**config.mk**
```make
export PLATFORM = sky130hd
export DESIGN_NAME = vibration_alarm_detector_top_flat
export DESIGN_NICKNAME = d
export VERILOG_FILES = /design/src/hdl/vad_pkg.sv /design/src/hdl/vad_if.sv /design/src/hdl/vad_front.sv /design/src/hdl/vad_fifo.sv /design/src/hdl/vad_back.sv /design/src/hdl/vibration_alarm_detector_top.sv /design/src/flat_wrapper.sv
export SDC_FILE = /design/constraint.sdc
export NUM_CORES = 2
export LEC_CHECK = 0
export ABC_AREA = 1
export BUFFER_PORTS_ARGS = -buffer_cell sky130_fd_sc_hd__buf_4
export CAP_MARGIN = 0
export CORE_MARGIN = 2
export CORE_UTILIZATION = 60
export DETAILED_ROUTE_END_ITERATION = 8
export PLACE_DENSITY = 0.78
export SETUP_SLACK_MARGIN = 0.1
export SLEW_MARGIN = 5
export SYNTH_ARGS = -nofsm -noshare
export SYNTH_HDL_FRONTEND = slang
export SYNTH_SLANG_ARGS = --single-unit
```
**constraint.sdc**
```tcl
create_clock -name clk -period 10.3 [get_ports clk]
set_input_delay 0.515 -clock clk [delete_from_list [all_inputs] [get_ports clk]]
set_output_delay 0.515 -clock clk [all_outputs]
set_load 0.01 [all_outputs]
```
**src/hdl/vad_pkg.sv**
```systemverilog
// ----------------------------------------------------------------------------
// vad_pkg - shared definitions for the vibration alarm detector
// Register indexes, item modes, reset values and the queue word layout.
// ----------------------------------------------------------------------------
package vad_pkg;

	localparam int FRAC_BITS_DEF = 14;
	localparam int QUEUE_DEPTH   = 2;
	localparam int CFG_IDX_W     = 2;

	localparam logic [CFG_IDX_W-1:0] REG_CHANGE_THRESHOLD = 2'd0;
	localparam logic [CFG_IDX_W-1:0] REG_ALARM_HOLD       = 2'd1;
	localparam logic [CFG_IDX_W-1:0] REG_NOTICE_COOLDOWN  = 2'd2;

	localparam logic [15:0] HOLD_RESET     = 16'd5000;
	localparam logic [15:0] COOLDOWN_RESET = 16'd10000;

	localparam logic MODE_SAMPLE = 1'b0;
	localparam logic MODE_TICK   = 1'b1;

	// word passed from front to back
	typedef struct packed {
		logic        mode;
		logic [31:0] now_ms;
		logic [31:0] sum_sq;
	} vad_entry_t;

	typedef struct packed {
		logic [15:0] change_threshold;
		logic [15:0] alarm_hold_ms;
		logic [15:0] notice_cooldown_ms;
	} vad_cfg_t;

endpackage

```
**src/hdl/vad_if.sv**
```systemverilog
// ----------------------------------------------------------------------------
// vad_if - channel interfaces of the vibration alarm detector
// Item input, result output and register write channels.
// ----------------------------------------------------------------------------
interface vad_item_if;
	logic               valid;
	logic               ready;
	logic               mode;
	logic        [31:0] now_ms;
	logic signed [15:0] accel_x;
	logic signed [15:0] accel_y;
	logic signed [15:0] accel_z;

	modport source (output valid, mode, now_ms, accel_x, accel_y, accel_z, input ready);
	modport sink   (input valid, mode, now_ms, accel_x, accel_y, accel_z, output ready);
endinterface

interface vad_result_if;
	logic        valid;
	logic        ready;
	logic        alarm_active;
	logic        led_on;
	logic        alarm_began;
	logic        send_notice;
	logic [15:0] magnitude;
	logic [15:0] change;

	modport source (output valid, alarm_active, led_on, alarm_began, send_notice, magnitude,
		change, input ready);
	modport sink   (input valid, alarm_active, led_on, alarm_began, send_notice, magnitude,
		change, output ready);
endinterface

interface vad_cfg_if;
	logic                           valid;
	logic                           ready;
	logic [vad_pkg::CFG_IDX_W-1:0] index;
	logic [15:0]                    data;

	modport source (output valid, index, data, input ready);
	modport sink   (input valid, index, data, output ready);
endinterface

```
**src/hdl/vad_front.sv**
```systemverilog
// ----------------------------------------------------------------------------
// vad_front - item intake and sum of squares
// Takes one word, squares the three axes of a sample on a shared multiplier, queues it.
// ----------------------------------------------------------------------------
module vad_front (
	input  logic                clk,
	input  logic                arst_n,
	vad_item_if.sink            item,
	output logic                push_valid,
	input  logic                push_ready,
	output vad_pkg::vad_entry_t push_data
);

	typedef enum logic [1:0] {F_IDLE, F_SQ, F_PUSH} fstate_t;

	localparam logic [1:0] AXIS_X    = 2'd0;
	localparam logic [1:0] AXIS_Y    = 2'd1;
	localparam logic [1:0] AXIS_LAST = 2'd2;

	fstate_t     state_q;
	logic [1:0]  axis_q;
	logic        mode_q;
	logic [31:0] now_q;
	logic [15:0] ax_q, ay_q, az_q;
	logic [31:0] sum_q;

	logic [15:0] sel;
	logic [15:0] abs_v;
	logic [31:0] square;

	always_comb begin
		case (axis_q)
			AXIS_X:  sel = ax_q;
			AXIS_Y:  sel = ay_q;
			default: sel = az_q;
		endcase
		// most negative code maps to 0x8000, which is its magnitude
		abs_v  = sel[15] ? (~sel + 16'd1) : sel;
		square = abs_v * abs_v;
	end

	assign item.ready = (state_q == F_IDLE);
	assign push_valid = (state_q == F_PUSH);
	assign push_data  = '{mode: mode_q, now_ms: now_q, sum_sq: sum_q};

	always_ff @(posedge clk or negedge arst_n) begin
		if (!arst_n) begin
			state_q <= F_IDLE;
			axis_q  <= AXIS_X;
		end else begin
			case (state_q)
				F_IDLE: begin
					axis_q <= AXIS_X;
					if (item.valid) begin
						state_q <= (item.mode == vad_pkg::MODE_TICK) ? F_PUSH : F_SQ;
					end
				end
				F_SQ: begin
					if (axis_q == AXIS_LAST) begin
						state_q <= F_PUSH;
					end else begin
						axis_q <= axis_q + 2'd1;
					end
				end
				F_PUSH: begin
					if (push_ready) begin
						state_q <= F_IDLE;
					end
				end
				default: state_q <= F_IDLE;
			endcase
		end
	end

	always_ff @(posedge clk) begin
		if (state_q == F_IDLE && item.valid) begin
			mode_q <= item.mode;
			now_q  <= item.now_ms;
			ax_q   <= item.accel_x;
			ay_q   <= item.accel_y;
			az_q   <= item.accel_z;
			sum_q  <= '0;
		end else if (state_q == F_SQ) begin
			sum_q <= sum_q + square;
		end
	end

endmodule

```
**src/hdl/vad_fifo.sv**
```systemverilog
// ----------------------------------------------------------------------------
// vad_fifo - short queue between front and back
// Register based, one push and one pop per cycle; a push only while not full, a pop only while not empty.
// ----------------------------------------------------------------------------
module vad_fifo #(
	parameter int DEPTH = vad_pkg::QUEUE_DEPTH
) (
	input  logic                clk,
	input  logic                arst_n,
	input  logic                push_valid,
	output logic                push_ready,
	input  vad_pkg::vad_entry_t push_data,
	output logic                pop_valid,
	input  logic                pop_ready,
	output vad_pkg::vad_entry_t pop_data
);

	localparam int PTR_W = $clog2(DEPTH);
	localparam int CNT_W = $clog2(DEPTH + 1);
	localparam logic [PTR_W-1:0] PTR_LAST = PTR_W'(DEPTH - 1);
	localparam logic [CNT_W-1:0] CNT_FULL = CNT_W'(DEPTH);

	vad_pkg::vad_entry_t mem_q [DEPTH];
	logic [PTR_W-1:0] wr_ptr_q, rd_ptr_q;
	logic [CNT_W-1:0] count_q;
	logic push, pop;

	assign push_ready = (count_q != CNT_FULL);
	assign pop_valid  = (count_q != '0);
	assign pop_data   = mem_q[rd_ptr_q];
	assign push       = push_valid && push_ready;
	assign pop        = pop_valid && pop_ready;

	always_ff @(posedge clk or negedge arst_n) begin
		if (!arst_n) begin
			wr_ptr_q <= '0;
			rd_ptr_q <= '0;
			count_q  <= '0;
		end else begin
			if (push) begin
				wr_ptr_q <= (wr_ptr_q == PTR_LAST) ? '0 : wr_ptr_q + PTR_W'(1);
			end
			if (pop) begin
				rd_ptr_q <= (rd_ptr_q == PTR_LAST) ? '0 : rd_ptr_q + PTR_W'(1);
			end
			count_q <= count_q + CNT_W'(push) - CNT_W'(pop);
		end
	end

	always_ff @(posedge clk) begin
		if (push) begin
			mem_q[wr_ptr_q] <= push_data;
		end
	end

	a_count_bound: assert property (@(posedge clk) disable iff (!arst_n)
		count_q <= CNT_FULL)
		else $error("queue count above depth");

	a_count_track: assert property (@(posedge clk) disable iff (!arst_n)
		1'b1 |=> count_q == $past(count_q) + CNT_W'($past(push)) - CNT_W'($past(pop)))
		else $error("queue count lost a push or pop");

endmodule

```
**src/hdl/vad_back.sv**
```systemverilog
// ----------------------------------------------------------------------------
// vad_back - root, change test and alarm state
// Bit-serial square root, then the alarm and LED update and result register.
// ----------------------------------------------------------------------------
module vad_back #(
	parameter int FRAC_BITS = vad_pkg::FRAC_BITS_DEF
) (
	input  logic                clk,
	input  logic                arst_n,
	input  vad_pkg::vad_cfg_t   cfg_regs,
	input  logic                pop_valid,
	output logic                pop_ready,
	input  vad_pkg::vad_entry_t pop_data,
	vad_result_if.source        result
);

	typedef enum logic [1:0] {B_IDLE, B_ROOT, B_DONE} bstate_t;

	localparam int ROOT_STEPS = 16;
	localparam logic [3:0]  CNT_LAST  = 4'(ROOT_STEPS - 1);
	localparam logic [31:0] BIT_FIRST = 32'd1 << 30;
	localparam logic [16:0] PREV_RESET = 17'(1 << FRAC_BITS);

	bstate_t     state_q;
	logic [3:0]  cnt_q;
	logic [31:0] rem_q, root_q, bit_q;
	logic [31:0] now_q;

	logic [16:0] prev_mag_q;
	logic        alarm_q;
	logic [31:0] start_q;
	logic [31:0] last_notice_q;
	logic        led_q;

	logic        res_valid_q;
	logic        res_began_q, res_notice_q;
	logic [15:0] res_mag_q, res_chg_q;

	logic        slot_free;
	logic        res_load;
	logic [31:0] trial;
	logic        rem_ge;
	logic [16:0] mag17, diff17;
	logic        hit, notice_due, tick_held;

	assign slot_free = !res_valid_q || result.ready;
	assign trial     = root_q + bit_q;
	assign rem_ge    = rem_q >= trial;

	// a new result word enters the slot: tick on pop, sample on finish
	assign res_load = (state_q == B_IDLE && pop_valid && pop_ready &&
		pop_data.mode == vad_pkg::MODE_TICK) || (state_q == B_DONE && slot_free);

	always_comb begin
		mag17      = {1'b0, root_q[15:0]};
		diff17     = (mag17 >= prev_mag_q) ? mag17 - prev_mag_q : prev_mag_q - mag17;
		hit        = (diff17 > {1'b0, cfg_regs.change_threshold}) && !alarm_q;
		notice_due = (now_q - last_notice_q) > {16'd0, cfg_regs.notice_cooldown_ms};
		tick_held  = (pop_data.now_ms - start_q) < {16'd0, cfg_regs.alarm_hold_ms};
	end

	// a tick finishes on pop, so it also needs the result slot
	assign pop_ready = (state_q == B_IDLE) &&
		(pop_data.mode == vad_pkg::MODE_SAMPLE || slot_free);

	assign result.valid        = res_valid_q;
	assign result.alarm_active = alarm_q;
	assign result.led_on       = led_q;
	assign result.alarm_began  = res_began_q;
	assign result.send_notice  = res_notice_q;
	assign result.magnitude    = res_mag_q;
	assign result.change       = res_chg_q;

	always_ff @(posedge clk or negedge arst_n) begin
		if (!arst_n) begin
			state_q       <= B_IDLE;
			cnt_q         <= '0;
			prev_mag_q    <= PREV_RESET;
			alarm_q       <= 1'b0;
			start_q       <= '0;
			last_notice_q <= '0;
			led_q         <= 1'b0;
			res_valid_q   <= 1'b0;
			res_began_q   <= 1'b0;
			res_notice_q  <= 1'b0;
			res_mag_q     <= '0;
			res_chg_q     <= '0;
		end else begin
			if (res_load) begin
				res_valid_q <= 1'b1;
			end else if (result.ready) begin
				res_valid_q <= 1'b0;
			end
			case (state_q)
				B_IDLE: begin
					if (pop_valid && pop_ready) begin
						if (pop_data.mode == vad_pkg::MODE_SAMPLE) begin
							state_q <= B_ROOT;
							cnt_q   <= '0;
						end else begin
							// tick: blink while held, otherwise drop the alarm
							if (alarm_q && tick_held) begin
								led_q <= !led_q;
							end else begin
								alarm_q <= 1'b0;
								led_q   <= 1'b0;
							end
							res_began_q  <= 1'b0;
							res_notice_q <= 1'b0;
							res_mag_q    <= '0;
							res_chg_q    <= '0;
						end
					end
				end
				B_ROOT: begin
					cnt_q <= cnt_q + 4'd1;
					if (cnt_q == CNT_LAST) begin
						state_q <= B_DONE;
					end
				end
				B_DONE: begin
					if (slot_free) begin
						state_q    <= B_IDLE;
						prev_mag_q <= mag17;
						if (hit) begin
							alarm_q <= 1'b1;
							start_q <= now_q;
							if (notice_due) begin
								last_notice_q <= now_q;
							end
						end
						res_began_q  <= hit;
						res_notice_q <= hit && notice_due;
						res_mag_q    <= root_q[15:0];
						res_chg_q    <= diff17[15:0];
					end
				end
				default: state_q <= B_IDLE;
			endcase
		end
	end

	// root datapath: one result bit per cycle
	always_ff @(posedge clk) begin
		if (state_q == B_IDLE && pop_valid && pop_ready) begin
			rem_q  <= pop_data.sum_sq;
			root_q <= '0;
			bit_q  <= BIT_FIRST;
			now_q  <= pop_data.now_ms;
		end else if (state_q == B_ROOT) begin
			if (rem_ge) begin
				rem_q  <= rem_q - trial;
				root_q <= (root_q >> 1) + bit_q;
			end else begin
				root_q <= root_q >> 1;
			end
			bit_q <= bit_q >> 2;
		end
	end

	a_led_needs_alarm: assert property (@(posedge clk) disable iff (!arst_n)
		led_q |-> alarm_q)
		else $error("LED lit with no alarm");

	a_notice_with_start: assert property (@(posedge clk) disable iff (!arst_n)
		(res_valid_q && res_notice_q) |-> res_began_q)
		else $error("notice without a new alarm");

	a_began_sets_alarm: assert property (@(posedge clk) disable iff (!arst_n)
		(res_valid_q && res_began_q) |-> (alarm_q && res_chg_q != 16'd0))
		else $error("alarm start without alarm state or change");

endmodule

```
**src/hdl/vibration_alarm_detector_top.sv**
```systemverilog
// ----------------------------------------------------------------------------
// vibration_alarm_detector_top - shock detector on acceleration magnitude
// A sample passes the front (squares on a shared multiplier), the queue, the
// bit-serial root and the decision; a tick skips the squares and the root.
// The bit-serial root sets the sample rate: the back end takes no new word
// until root and decision are done; front and back overlap via a 2-word queue.
// Reset (arst_n low) clears the queue, alarm, LED and stamps, sets the previous
// magnitude to one g and the registers to their defaults; no clearing pass.
// ----------------------------------------------------------------------------
module vibration_alarm_detector_top #(
	parameter int FRAC_BITS   = vad_pkg::FRAC_BITS_DEF,
	parameter int QUEUE_DEPTH = vad_pkg::QUEUE_DEPTH
) (
	input  logic         clk,
	input  logic         arst_n,
	vad_item_if.sink     item,
	vad_result_if.source result,
	vad_cfg_if.sink      cfg
);

	// threshold default is a quarter g in the chosen Q format
	localparam logic [15:0] THR_RESET = 16'(1 << (FRAC_BITS - 2));

	vad_pkg::vad_cfg_t   cfg_q;
	vad_pkg::vad_entry_t push_data, pop_data;
	logic                push_valid, push_ready;
	logic                pop_valid, pop_ready;

	// Register writes: always ready, an unknown index is dropped.
	assign cfg.ready = 1'b1;

	always_ff @(posedge clk or negedge arst_n) begin
		if (!arst_n) begin
			cfg_q.change_threshold   <= THR_RESET;
			cfg_q.alarm_hold_ms      <= vad_pkg::HOLD_RESET;
			cfg_q.notice_cooldown_ms <= vad_pkg::COOLDOWN_RESET;
		end else if (cfg.valid) begin
			case (cfg.index)
				vad_pkg::REG_CHANGE_THRESHOLD: cfg_q.change_threshold   <= cfg.data;
				vad_pkg::REG_ALARM_HOLD:       cfg_q.alarm_hold_ms      <= cfg.data;
				vad_pkg::REG_NOTICE_COOLDOWN:  cfg_q.notice_cooldown_ms <= cfg.data;
				default: ;
			endcase
		end
	end

	// Front: takes a word, squares and sums the axes (ticks go straight on).
	vad_front u_front (
		.clk        (clk),
		.arst_n     (arst_n),
		.item       (item),
		.push_valid (push_valid),
		.push_ready (push_ready),
		.push_data  (push_data)
	);

	// Queue lets the front take the next word while the back runs a root.
	vad_fifo #(
		.DEPTH (QUEUE_DEPTH)
	) u_fifo (
		.clk        (clk),
		.arst_n     (arst_n),
		.push_valid (push_valid),
		.push_ready (push_ready),
		.push_data  (push_data),
		.pop_valid  (pop_valid),
		.pop_ready  (pop_ready),
		.pop_data   (pop_data)
	);

	// Back: root, change test, alarm/LED state, result register.
	vad_back #(
		.FRAC_BITS (FRAC_BITS)
	) u_back (
		.clk       (clk),
		.arst_n    (arst_n),
		.cfg_regs  (cfg_q),
		.pop_valid (pop_valid),
		.pop_ready (pop_ready),
		.pop_data  (pop_data),
		.result    (result)
	);

endmodule

```
**src/flat_wrapper.sv**
```systemverilog
// flat-port wrapper written by rule: the top's interface ports become plain ports
module vibration_alarm_detector_top_flat 
#(
	parameter int FRAC_BITS   = vad_pkg::FRAC_BITS_DEF,
	parameter int QUEUE_DEPTH = vad_pkg::QUEUE_DEPTH
)
  (clk, arst_n, item_valid, item_mode, item_now_ms, item_accel_x, item_accel_y, item_accel_z, item_ready, result_valid, result_alarm_active, result_led_on, result_alarm_began, result_send_notice, result_magnitude, result_change, result_ready, cfg_valid, cfg_index, cfg_data, cfg_ready);
  vad_item_if item_i ();
  vad_result_if result_i ();
  vad_cfg_if cfg_i ();
  input  logic clk;
  input  logic arst_n;
  input wire logic [$bits(item_i.valid)-1:0] item_valid;
  input wire logic [$bits(item_i.mode)-1:0] item_mode;
  input wire logic [$bits(item_i.now_ms)-1:0] item_now_ms;
  input wire logic [$bits(item_i.accel_x)-1:0] item_accel_x;
  input wire logic [$bits(item_i.accel_y)-1:0] item_accel_y;
  input wire logic [$bits(item_i.accel_z)-1:0] item_accel_z;
  output wire logic [$bits(item_i.ready)-1:0] item_ready;
  output wire logic [$bits(result_i.valid)-1:0] result_valid;
  output wire logic [$bits(result_i.alarm_active)-1:0] result_alarm_active;
  output wire logic [$bits(result_i.led_on)-1:0] result_led_on;
  output wire logic [$bits(result_i.alarm_began)-1:0] result_alarm_began;
  output wire logic [$bits(result_i.send_notice)-1:0] result_send_notice;
  output wire logic [$bits(result_i.magnitude)-1:0] result_magnitude;
  output wire logic [$bits(result_i.change)-1:0] result_change;
  input wire logic [$bits(result_i.ready)-1:0] result_ready;
  input wire logic [$bits(cfg_i.valid)-1:0] cfg_valid;
  input wire logic [$bits(cfg_i.index)-1:0] cfg_index;
  input wire logic [$bits(cfg_i.data)-1:0] cfg_data;
  output wire logic [$bits(cfg_i.ready)-1:0] cfg_ready;
  assign item_i.valid = item_valid;
  assign item_i.mode = item_mode;
  assign item_i.now_ms = item_now_ms;
  assign item_i.accel_x = item_accel_x;
  assign item_i.accel_y = item_accel_y;
  assign item_i.accel_z = item_accel_z;
  assign item_ready = item_i.ready;
  assign result_valid = result_i.valid;
  assign result_alarm_active = result_i.alarm_active;
  assign result_led_on = result_i.led_on;
  assign result_alarm_began = result_i.alarm_began;
  assign result_send_notice = result_i.send_notice;
  assign result_magnitude = result_i.magnitude;
  assign result_change = result_i.change;
  assign result_i.ready = result_ready;
  assign cfg_i.valid = cfg_valid;
  assign cfg_i.index = cfg_index;
  assign cfg_i.data = cfg_data;
  assign cfg_ready = cfg_i.ready;
  vibration_alarm_detector_top #(.FRAC_BITS(FRAC_BITS), .QUEUE_DEPTH(QUEUE_DEPTH)) u_core (.clk(clk), .arst_n(arst_n), .item(item_i), .result(result_i), .cfg(cfg_i));
endmodule
```
==> impl_metrics.json <==
{
  "outcome": "completed",
  "synth_flop_cell": "edfxtp_1",
  "worstMarginPinSlew_ps": 1141,
  "cts_resized": 0,
  "top_layer_used": "met4",
  "grt_pass1_vias": 30952,
  "clockRootBuffer": "clkbuf_16",
  "hold_buffers": 0,
  "cts.path.max_buffers": 3,
  "fin_nets": 5607,
  "critPathSlowestCell": "ha_1",
  "postCtsSetupRepairBufs": 0,
  "fmax_mhz": 115.4,
  "antenna_left": 0,
  "tritoncts": "done",
  "cp.required_ps": 10810,
  "htreeDepth": 2,
  "die_h_um": 261.2,
  "cp-start-kind": "flip-flop",
  "routed_wl_um": 99280,
  "gp_congestion": 0.9732,
  "synth-edff-count": 275,
  "final_cell_area_sq_um": 43440,
  "rsz0062_at_grt": "no",
  "area_growth_pct": 9.413,
  "rrSetupSlack_ps": 1640,
  "drc": 0,
  "die_area_sq_um": 68250,
  "synth.distinct_cells": 68,
  "drv_slew": 0,
  "start_util_pct": 60.50,
  "die_x_um": 261.2,
  "rows": 94,
  "antenna_found_initial": 0,
  "drtIter0Drc": 2924,
  "portBuffers": 141,
  "ys_seq_area_share_pct": 36.15,
  "yosys_warnings": 0,
  "cts.clk_slew.worst_paths_ps": 60,
  "grt_usage_pct": 29.12,
  "via_per_inst": 5.461,
  "ys_seq_elements": 534,
  "grt_max_degree": 112,
  "coreArea_sq_um": 65630,
  "worstSetupPathType": "flip-flop to flip-flop",
  "endpoint_kind": "flip-flop",
  "ioPinCount": 143,
  "finClkSkew_ps": 48.59,
  "wl_per_cell_um": 16.82,
  "route.vias.total": 32239,
  "drive_above_1_share_pct": 6.865,
  "dpl_cell_area_sq_um": 41510,
  "avgSynthCellArea_sq_um": 8.156,
  "synthArstFlopShare_pct": 33.52,
  "reg2reg_depth": 39,
  "fill_cells": 5488,
  "cts_made_buffers": 56,
  "max-cap-violations": 0,
  "dr_wl_met2_um": 45610,
  "post-place-ws_ps": 1719,
  "crit_top_cell": "inv_1",
  "hold_path.class": "input pin to asynchronous set/reset pin",
  "slew_headroom_pct": 23.21,
  "setup_viol": 0,
  "hold_viol_final": 0,
  "drt_first_pass_iters": 6,
  "dr_wl_met3_um": 5967,
  "wl_met1_um": 44820,
  "r2r-start": "u_core.u_front.axis_q[1]",
  "clock-sinks": 534,
  "tns_ps": 0,
  "slowest_delay_ps": 650,
  "finalCriticalPeriod_ps": 8664,
  "setup_ws_ps": 1636,
  "diodes": 0,
  "period_share_pct": 84.11,
  "crit_arrival_ps": 9180,
  "overflow": 0,
  "dpl.hpwl_um": 77380,
  "grt_pass1_wl_um": 158600,
  "reg2reg_to": "u_core.u_front.sum_q[29]",
  "crit_fanout": 17,
  "postSynthCellCount": 4868,
  "synthesis.area_sq_um": 39700,
  "worstSkewPairLatency_ps": 650
}
==> how the worst max path moves through the flow <==
stage / from / slack, ps / depth (start not counted) / endpoint
5_1_grt: u_core.u_front.axis_q[0] / 940 / 40 / u_core.u_front.sum_q[29]
6_report: u_core.u_front.axis_q[1] / 1640 / 39 / u_core.u_front.sum_q[29]
2_1_floorplan: u_core.u_front.axis_q[0] / 2610 / 41 / u_core.u_front.sum_q[29]
3_3_place_gp: u_core.u_front.axis_q[1] / 1910 / 39 / u_core.u_front.sum_q[29]
4_1_cts: u_core.u_front.axis_q[1] / 1690 / 36 / u_core.u_front.sum_q[29]
3_5_place_dp: u_core.u_front.axis_q[1] / 1720 / 36 / u_core.u_front.sum_q[29]
==> per-layer routing <==
metal	up-vias	GRT usage (%)
li1	15825	-
met1	15254	41.79
met4	0	8.665
met3	176	2.952
met5	-	0
met2	984	47.03
==> cell usage after synthesis (8+ instances only) <==
cell	instances	area, sq um
a211oi_1	8	60.06
a21boi_0	8	60.06
a21o_1	28	210.2
a21oi_1	261	1306
a22o_1	14	122.6
a22oi_1	19	142.6
a31oi_1	14	87.58
buf_2	11	55.05
buf_6	16	180.2
clkbuf_1	60	225.2
dfrtp_1	167	4179
dfstp_2	12	315.3
dfxtp_1	80	1602
edfxtp_1	275	8258
fa_1	197	3944
ha_1	313	3916
inv_1	913	3427
inv_2	9	33.78
nand2_1	1185	4448
nand2_2	12	75.07
nand3_1	175	875.8
nand3b_1	9	67.56
nand4_1	37	231.5
nor2_1	339	1272
nor2_2	10	62.56
nor3_1	36	180.2
nor4_1	10	62.56
o211ai_1	19	142.6
o21ai_0	302	1511
o21ai_1	40	200.2
o21ai_2	8	70.07
o21bai_1	33	247.7
or2_2	11	68.82
xnor2_1	42	367.9
xor2_1	108	945.9
==> cells in the final DEF (no fill, tap or decap), drive strengths merged, types with 7 or more instances in the layout <==
master	n
buf	156
o211ai	20
nand4	37
dfxtp	80
a211oi	8
xnor2	43
dfrtp	167
a22o	14
dfstp	12
ha	313
nor2	356
fa	197
conb	11
nand3	176
o21ai	350
a21o	28
a31oi	14
a21oi	269
xor2	108
nor4	10
clkbuf	79
o21a	7
or2	11
a22oi	19
inv	928
edfxtp	275
nor3	38
o21bai	35
a21boi	9
clkinv	18
nand2	1200
nand3b	9
==> critical path, delay by kind of cell (launching register included) <==
kind | cells | cell delay [ps]
buf+inv | 10 | 780
flops | 1 | 400
fa+ha+maj | 9 | 4170
simple gates | 11 | 1310
compound gates | 9 | 1860
==> state kept, by name, indices dropped and copies added, names as in the netlist, 4 cells and up <==
register	count
u_core.cfg_q	48
u_core.u_back.bit_q	16
u_core.u_back.cnt_q	4
u_core.u_back.last_notice_q	32
u_core.u_back.now_q	32
u_core.u_back.prev_mag_q	16
u_core.u_back.rem_q	32
u_core.u_back.result.change	16
u_core.u_back.result.magnitude	16
u_core.u_back.root_q	32
u_core.u_back.start_q	32
u_core.u_fifo.mem_q	130
u_core.u_front.ax_q	16
u_core.u_front.ay_q	16
u_core.u_front.az_q	16
u_core.u_front.now_q	32
u_core.u_front.sum_q	32
==> area by class of cell <==
type	count	area, sq um	share of cell area [%]
inverters	927	3482	8.016
flip-flops and latches	534	14360	33.04
well taps	864	1081	2.488
multi-input cells	3317	21410	49.29
clock buffers	78	1595	3.672
clock inverters	27	332.8	0.7661
repair buffers	157	1185	2.728
==> metrics by stage <==
stage	utilization (%)	hold WS [ps]	instances
finish	66.19	17.98	5904
global route	66.19	19.26	5904
CTS	66.19	7.209	5904
detailed placement	63.26	434.4	5799
global placement	63.26	421.7	5799
floorplan	-	219.4	4877
==> logic make-up after synthesis <==
group / count (synthesis) / share of synthesized area, %
simple gates: 1844 / 19.01
compound gates: 799 / 11.53
fa+ha+maj: 510 / 19.80
buf+inv: 1026 / 10.09
flops: 534 / 36.15
mux: 2 / 0.05042
other cells: 2 / 0.01891
xor+xnor: 151 / 3.350
Power is left out: the tool's default activity adds up to more than one toggle a clock period on the data nets, which glitch-free logic cannot reach.
